$ cat config.mk
export PLATFORM = sky130hd
export DESIGN_NAME = polst_cell
export DESIGN_NICKNAME = d
export VERILOG_FILES = /design/src/polst_pkg.sv /design/src/polst_cell.sv
export SDC_FILE = /design/constraint.sdc
export NUM_CORES = 1
export LEC_CHECK = 0
export BUFFER_PORTS_ARGS = -buffer_cell sky130_fd_sc_hd__buf_4
export CAP_MARGIN = 40
export CORE_AREA = 2 2 208 210
export DETAILED_ROUTE_END_ITERATION = 16
export DIE_AREA = 0 0 210 212
export PLACE_DENSITY = 0.35
export SKIP_CTS_REPAIR_TIMING = 1
export SYNTH_ARGS = -nofsm -noshare
export SYNTH_HDL_FRONTEND = slang
export SYNTH_SLANG_ARGS = --single-unit
$ cat constraint.sdc
create_clock -name clk_i -period 9.1 [get_ports clk_i]
set_clock_uncertainty 0.1 [all_clocks]
set_input_delay 0.91 -clock clk_i [delete_from_list [all_inputs] [get_ports clk_i]]
set_output_delay 0.91 -clock clk_i [all_outputs]
set_load 0.05 [all_outputs]
$ cat src/polst_pkg.sv
package polst_pkg;

  localparam int unsigned DefDepth = 16;
  localparam int unsigned IdW      = 32;
  localparam int unsigned LabelW   = 64;
  localparam int unsigned PosW     = 8;
  localparam int unsigned CmdW     = 2;
  localparam int unsigned StatusW  = 3;
  // wide enough for any position and any count up to 256 entries, plus one
  localparam int unsigned CmpW     = 10;

  localparam logic [CmdW-1:0] CmdInsert  = 2'd0;
  localparam logic [CmdW-1:0] CmdDelete  = 2'd1;
  localparam logic [CmdW-1:0] CmdListFwd = 2'd2;
  localparam logic [CmdW-1:0] CmdListBwd = 2'd3;

  localparam logic [StatusW-1:0] StOk       = 3'd0;
  localparam logic [StatusW-1:0] StBadPos   = 3'd1;
  localparam logic [StatusW-1:0] StFull     = 3'd2;
  localparam logic [StatusW-1:0] StEmpty    = 3'd3;
  localparam logic [StatusW-1:0] StNotFound = 3'd4;

  typedef struct packed {
    logic signed [IdW-1:0] id;
    logic [LabelW-1:0]     label;
  } entry_t;

  typedef enum logic [2:0] {
    CellHold,
    CellIns,
    CellDel,
    CellRotFwd,
    CellRotBwd
  } cell_op_e;

  // broadcast to every cell of the chain
  typedef struct packed {
    cell_op_e              op;
    logic signed [IdW-1:0] key_id;
    entry_t                new_entry;
  } cell_ctrl_t;

endpackage

$ cat src/polst_cell.sv
module polst_cell #(
  parameter int unsigned Depth = polst_pkg::DefDepth,
  parameter int unsigned Idx   = 0,
  localparam int unsigned CntW = $clog2(Depth + 1)
) (
  input  logic                          clk_i,
  input  polst_pkg::cell_ctrl_t         ctrl_i,
  input  logic [polst_pkg::PosW-1:0]    pos_i,
  input  logic [CntW-1:0]               cnt_i,
  input  polst_pkg::entry_t             left_i,
  input  polst_pkg::entry_t             right_i,
  input  polst_pkg::entry_t             head_i,
  input  logic                          hit_i,
  output logic                          hit_o,
  output logic                          tail_o,
  output polst_pkg::entry_t             data_o
);

  localparam logic [polst_pkg::CmpW-1:0] Num = polst_pkg::CmpW'(Idx + 1);

  polst_pkg::entry_t data_q, data_d;
  logic [polst_pkg::CmpW-1:0] pos_w, cnt_w;
  logic valid, hit, new_here, shift_here;

  assign pos_w      = polst_pkg::CmpW'(pos_i);
  assign cnt_w      = polst_pkg::CmpW'(cnt_i);
  assign valid      = (Num <= cnt_w);
  assign tail_o     = (Num == cnt_w);
  assign hit        = valid && (data_q.id == ctrl_i.key_id);
  // hit_i means an earlier cell already matched
  assign hit_o      = hit_i | hit;
  assign new_here   = (pos_w == Num);
  assign shift_here = (pos_w < Num);
  assign data_o     = data_q;

  always_comb begin
    data_d = data_q;
    unique case (ctrl_i.op)
      polst_pkg::CellIns: begin
        if (new_here) begin
          data_d = ctrl_i.new_entry;
        end else if (shift_here) begin
          data_d = left_i;
        end
      end
      polst_pkg::CellDel: begin
        if (hit_o) begin
          data_d = right_i;
        end
      end
      // front entry wraps around to the tail
      polst_pkg::CellRotFwd: data_d = tail_o ? head_i : right_i;
      // tail entry comes in at the front through left_i of cell zero
      polst_pkg::CellRotBwd: data_d = left_i;
      default: data_d = data_q;
    endcase
  end

  always_ff @(posedge clk_i) begin
    data_q <= data_d;
  end

endmodule

==> results of run 1 <==
-- cells in the mapped netlist (all sizes together) --
library cell / n
and2: 2
nor2: 2
edfxtp: 96
nand4: 8
clkbuf: 36
inv: 2
a222oi: 96
buf: 15
a31oi: 1
nand2b: 1
nor2b: 1
nor4: 3
nand3: 1
a21oi: 2
o21ai: 97
nand2: 3
mux2i: 96
nor3: 1
xnor2: 32
o211ai: 1
or4: 1
-- metal layers --
layer / share of wire (%) / up-vias / GRT usage [%]
met5: 0.063 / - / 0
li1: - / 3158 / -
met4: 1.6 / 4 / 4.060
met3: 9.9 / 31 / 6.352
met1: 38 / 3390 / 17.51
met2: 50 / 409 / 28.39
-- worst max path at each step --
stage | end | slack [ps]
final | hit_o | 5390
after floorplan | data_o[0] | 2330
after detailed placement | data_o[44] | 4910
after global routing | hit_o | 5220
after CTS | hit_o | 5200
after global placement | data_o[95] | 4660
-- tightest hold or removal path: cells and delay by family --
kind	cells	cell delay [ps]
compound gates	2	120
buf+inv	1	80
-- through the flow --
stage | instance area [um^2] | worst slack [ps] | hold slack (ps)
finish | 10850 | 5394 | 736.6
global route | 10850 | 5223 | 721.0
CTS | 10850 | 5195 | 690.6
detailed placement | 10590 | 4909 | 1118
global placement | 10520 | 4664 | 1123
floorplan | 5989 | 2331 | 1022
-- layout make-up --
cell class,count,area (um^2),area share [%]
Clock buffer,9,225.2,2.076
Timing Repair Buffer,542,4121,37.99
Tap cell,546,683.2,6.298
Multi-Input combinational cell,348,2890,26.64
Sequential cell,96,2883,26.57
Inverter,2,7.507,0.06920
Clock inverter,3,37.54,0.3460
-- power breakdown --
group | switching [uW] | internal [uW] | total, uW
combinational | 355 | 242 | 597
clock | 180 | 205 | 385
sequential | 26.2 | 557 | 584
total | 560 | 1000 | 1570
-- placed cells by master, fill, tap and decap left out, drive strengths merged, types with 2 or more instances in the layout --
master | netlist | routed
nor4 | 3 | 3
clkbuf | 36 | 9
and2 | 2 | 2
xnor2 | 32 | 32
a21oi | 2 | 2
nor2 | 2 | 2
inv | 2 | 2
edfxtp | 96 | 96
mux2i | 96 | 96
nand4 | 8 | 8
a222oi | 96 | 96
nand2 | 3 | 3
buf | 15 | 542
o21ai | 97 | 97
clkinv | 0 | 2
-- logic make-up after synthesis --
| group | share of synthesized area [%] |
|---|---|
| AND/OR/NAND/NOR | 2.382 |
| multiplexers | 16.04 |
| XOR/XNOR | 4.679 |
| buffers and inverters | 4.157 |
| flip-flops | 48.13 |
| AO/OA/AOI/OAI | 24.61 |
==> results.md, run 1 <==
* First-pass GRT wire length at 50.77 mm
* Initial antenna violation count at 2
* CP Depth at 7
* Slew of the pin with the lowest slew margin at 800.7 ps
* # setup viols final at 0
* CP startpoint: ctrl_i[121]
* Setup TNS at 0 ps
* DR vias at 6,992
* WL/cell at 23.74 um
* Worst Path Max Fanout at 2
* Fmax at 269.8 MHz
* Sequential share of the synthesized area at 48.13%
* Crit path buf inv count at 3
* Status: completed
* Reg-to-reg slack, setup at 5760 ps
* Critical path type: in -> out
* GRT Overall Usage at 15.88%
* Headroom to the max-slew limit at 46.62%
* Initial core utilization at 14.09%
* Die width at 210 um
* Max FFs per register at 96
* Non-filler cells, final at 1,546
* Post-route ant nets at 0
* Half-perimeter wire length after placement at 28.57 mm
* Synthesized area at 5989 um^2
* Worst-path clk slew at 70 ps
* CTS Buf Count at 9
* YS warnings at 0
* Routed wire length at 36.70 mm
* Final hold vios at 0
* Maxcap violations at 0
* CP peak stage delay at 450 ps
* Hold Path Class: in -> reg
* Power Density at 144.3 nW/um^2
* Bufs on Longest Clock Path at 2
* Netlist cell types at 25
* Top post-synthesis cells by area: edfxtp_1 (48%), a222oi_1 (16%), mux2i_1 (16%), o21ai_1 (7.5%), xnor2_1 (4.7%)
* Worst path required time at 8090 ps
* IO Port Bufs at 531
* IO Count at 532
* First drt pass iteration count at 9
* Tot Pwr at 1565 uW
* DR vias/cell at 4.523
* Largest net degree at the start of global routing at 89
* Row cnt at 76
* Placed cell count at 1,534
* Arr. time, crit path at 2700 ps
* Worst r2r src: data_o[94]
* Pleak at 0.005034 uW
* Die Ht at 212 um
* CP endpoint kind: output pin
* Max VDD drop at 91.42 uV
* CP top delay family: simple AND/OR/NAND/NOR gates
* Mean Syn Cell Area at 12.05 um^2
* Most used cell, CP: buf_4
* Gr ovfl total at 0
* Post-synthesis register bit count at 96
* Hold endpoint: data_o[93]
* Drc violations at 0
* First DRT Iteration DRCs at 656
* H-tree Lvls at 3
* R2R Path End: data_o[63]
* Clock Latency Late Sink at 380 ps
* Final core utilization at 25.52%
* Leading area contributor after synthesis: edfxtp_1
* Cells after synthesis at 497
* Worst Hold Launch: head_i[93]
* R2R depth at 7
* Final nets at 1,433
* Post-synth top area share at 48.13%
* Final worst path period share at 40.73%
* Synth Net Count at 931
* Fill cells at 4,563
* Worst path slowest cell: nor3_1
* Root buf cell: clkbuf_16
* Final Wtd Congestion at 0.8050
* Ant. Diodes at 0
* CTS tree: done
* Die Area at 44,520 um^2
* Period minus WS final at 3706 ps
* CTS Sinks at 96
* Layout cell share with drive strength beyond 1 at 55.90%
* P&R area growth vs syn at 81.12%
* CP Cell Sequence: buf_4 -> xnor2_1 -> nand4_1 -> nor3_1 -> a31oi_1 -> inv_1 -> buf_4
* Startpoint Class: input port
* Fin. max-slew vios at 0
* Number of global-route vias before repair at 7,241
* Core ar. at 42,510 um^2
* RSZ-0062 raised after global routing: no
* WHS Path Cells at 3
No activity file was read; power rests on OpenSTA's default activity.
==> run 2, diff against run 1 <==
==> constraint.sdc (replaced) <==
create_clock -name clk_i -period 3.57 [get_ports clk_i]
set_clock_uncertainty 0.1 [all_clocks]
set_input_delay 0.357 -clock clk_i [delete_from_list [all_inputs] [get_ports clk_i]]
set_output_delay 0.357 -clock clk_i [all_outputs]
set_load 0.05 [all_outputs]
==> results.md, run 2 (synthesis gave the netlist of run 1 again) <==
* Pleak at 0.005094 uW (was 0.005034 uW)
* Die width at 210 um (unchanged)
* Die Area at 44,520 um^2 (unchanged)
* Startpoint Class: register (was input port)
* WL/cell at 23.42 um (was 23.74 um)
* Fin. max-slew vios at 0 (unchanged)
* Largest net degree at the start of global routing at 51 (was 89)
* Gr ovfl total at 0 (unchanged)
* DR vias/cell at 4.445 (was 4.523)
* Clock Latency Late Sink at 370 ps (was 380 ps)
* Worst Path Max Fanout at 46 (was 2)
* Final core utilization at 25.80% (was 25.52%)
* First-pass GRT wire length at 49.90 mm (was 50.77 mm)
* Final worst path period share at 77.81%
* Met3 wire length at 3.923 mm (was 3.628 mm)
* Root buf cell: clkbuf_16 (unchanged)
* Max FFs per register at 96 (unchanged)
* CP endpoint kind: register (was output pin)
* Final nets at 1,443 (was 1,433)
* CTS Buf Count at 9 (unchanged)
* Max VDD drop at 202.6 uV (was 91.42 uV)
* Routed wire length at 36.56 mm (was 36.70 mm)
* Hold Path Class: in -> reg (unchanged)
* Fin area at 10,970 um^2 (was 10,850 um^2)
* Final hold vios at 0 (unchanged)
* Drc violations at 0 (unchanged)
* Metal2 WL at 18.67 mm (was 18.47 mm)
* Worst path required time at 3510 ps (was 8090 ps)
* RSZ-0062 raised after global routing: no (unchanged)
* Status: completed (unchanged)
* H-tree Lvls at 3 (unchanged)
* Placed inst area at 10,680 um^2 (was 10,590 um^2)
* Die Ht at 212 um (unchanged)
* # setup viols final at 0 (unchanged)
* Row cnt at 76 (unchanged)
* Commonest cells after routing, fill and taps aside: buf_4 (546), mux2i_1 (96), a222oi_1 (96), edfxtp_1 (96), o21ai_1 (90) (was buf_4 (539), mux2i_1 (96), a222oi_1 (96), edfxtp_1 (96), o21ai_1 (90))
* IO Count at 532 (unchanged)
* Power Density at 366.5 nW/um^2 (was 144.3 nW/um^2)
* Critical path type: reg -> reg (was in -> out)
* Bufs on Longest Clock Path at 2 (unchanged)
* Maxcap violations at 0 (unchanged)
* Half-perimeter wire length after placement at 29.54 mm (was 28.57 mm)
* CTS tree: done (unchanged)
* Initial core utilization at 14.09% (unchanged)
* GRT Overall Usage at 15.71% (was 15.88%)
* Period minus WS final at 2778 ps
* Number of global-route vias before repair at 7,224 (was 7,241)
* Initial antenna violation count at 2 (unchanged)
* P&R area growth vs syn at 83.08% (was 81.12%)
* Layout cell share with drive strength beyond 1 at 56.31% (was 55.90%)
* First DRT Iteration DRCs at 620 (was 656)
* Core ar. at 42,510 um^2 (unchanged)
* Routed met1 length at 13.22 mm (was 13.99 mm)
* Post-route ant nets at 0 (unchanged)
* Arr. time, crit path at 2710 ps (was 2700 ps)
* Headroom to the max-slew limit at 42.64% (was 46.62%)
* First drt pass iteration count at 6 (was 9)
* Top Layer Used: met5 (unchanged)
* CTS Sinks at 96 (unchanged)
* Worst-path clk slew at 70 ps (about the same)
* Final Wtd Congestion at 0.7762 (was 0.8050)
* DR vias at 6,938 (was 6,992)
* Commonest non-fill, non-tap cell in the layout: buf_4 (unchanged)
* Fmax at 360.0 MHz
* Slew of the pin with the lowest slew margin at 858.6 ps (was 800.7 ps)
* IO Port Bufs at 531 (unchanged)
## run 2: layout make-up
type / instances / area, um^2
diodes: 1 / 2.502
clock buffers: 11 / 232.7
clock inverters: 5 / 47.55
fillers: 4582 / 31540
inverters: 2 / 7.507
multi-input cells: 348 / 2890
flip-flops and latches: 96 / 2883
well taps: 546 / 683.2
repair buffers: 552 / 4219
## run 2: where the power goes
part	switching, uW	internal (uW)	total, uW
combinational	918	629	1550
sequential	59.7	1420	1480
clock	455	537	992
total	1430	2590	4020
## run 2: critical path, cell delays in order (launching register included)
cell and delay [ps]:
edfxtp_1 420, xnor2_1 300, nand4_1 250, nor3_1 370
a31oi_1 170, o211ai_1 430, buf_12 310
## run 2: per-layer routing
| metal | up-vias | GRT usage (%) |
|---|---|---|
| li1 | 3182 | - |
| met3 | 27 | 6.396 |
| met4 | 2 | 4.744 |
| met2 | 411 | 28.37 |
| met1 | 3316 | 16.77 |
| met5 | - | 0 |
## run 2: metrics by stage
step                worst slack (ps)  std cells  total power (uW)  TNS [ps]  hold slack [ps]
finish                         792.3       1561              4019         0            186.3
global route                   574.1       1561              4214         0            178.0
CTS                            686.4       1560              4113         0            159.0
detailed placement             646.8       1544              3081         0            569.8
global placement               761.2       1544              3086         0            570.9
floorplan                      -2978        497              2278   -285870            469.3
## run 2: worst paths after layout
check | from | to | slack, ps | cells after the start
setup / recovery | data_o[89] | data_o[44] | 790 | 6
hold / removal | head_i[55] | data_o[55] | 190 | 3
setup reg to reg | data_o[89] | data_o[44] | 790 | 6
hold reg to reg | data_o[84] | data_o[72] | 1340 | 6
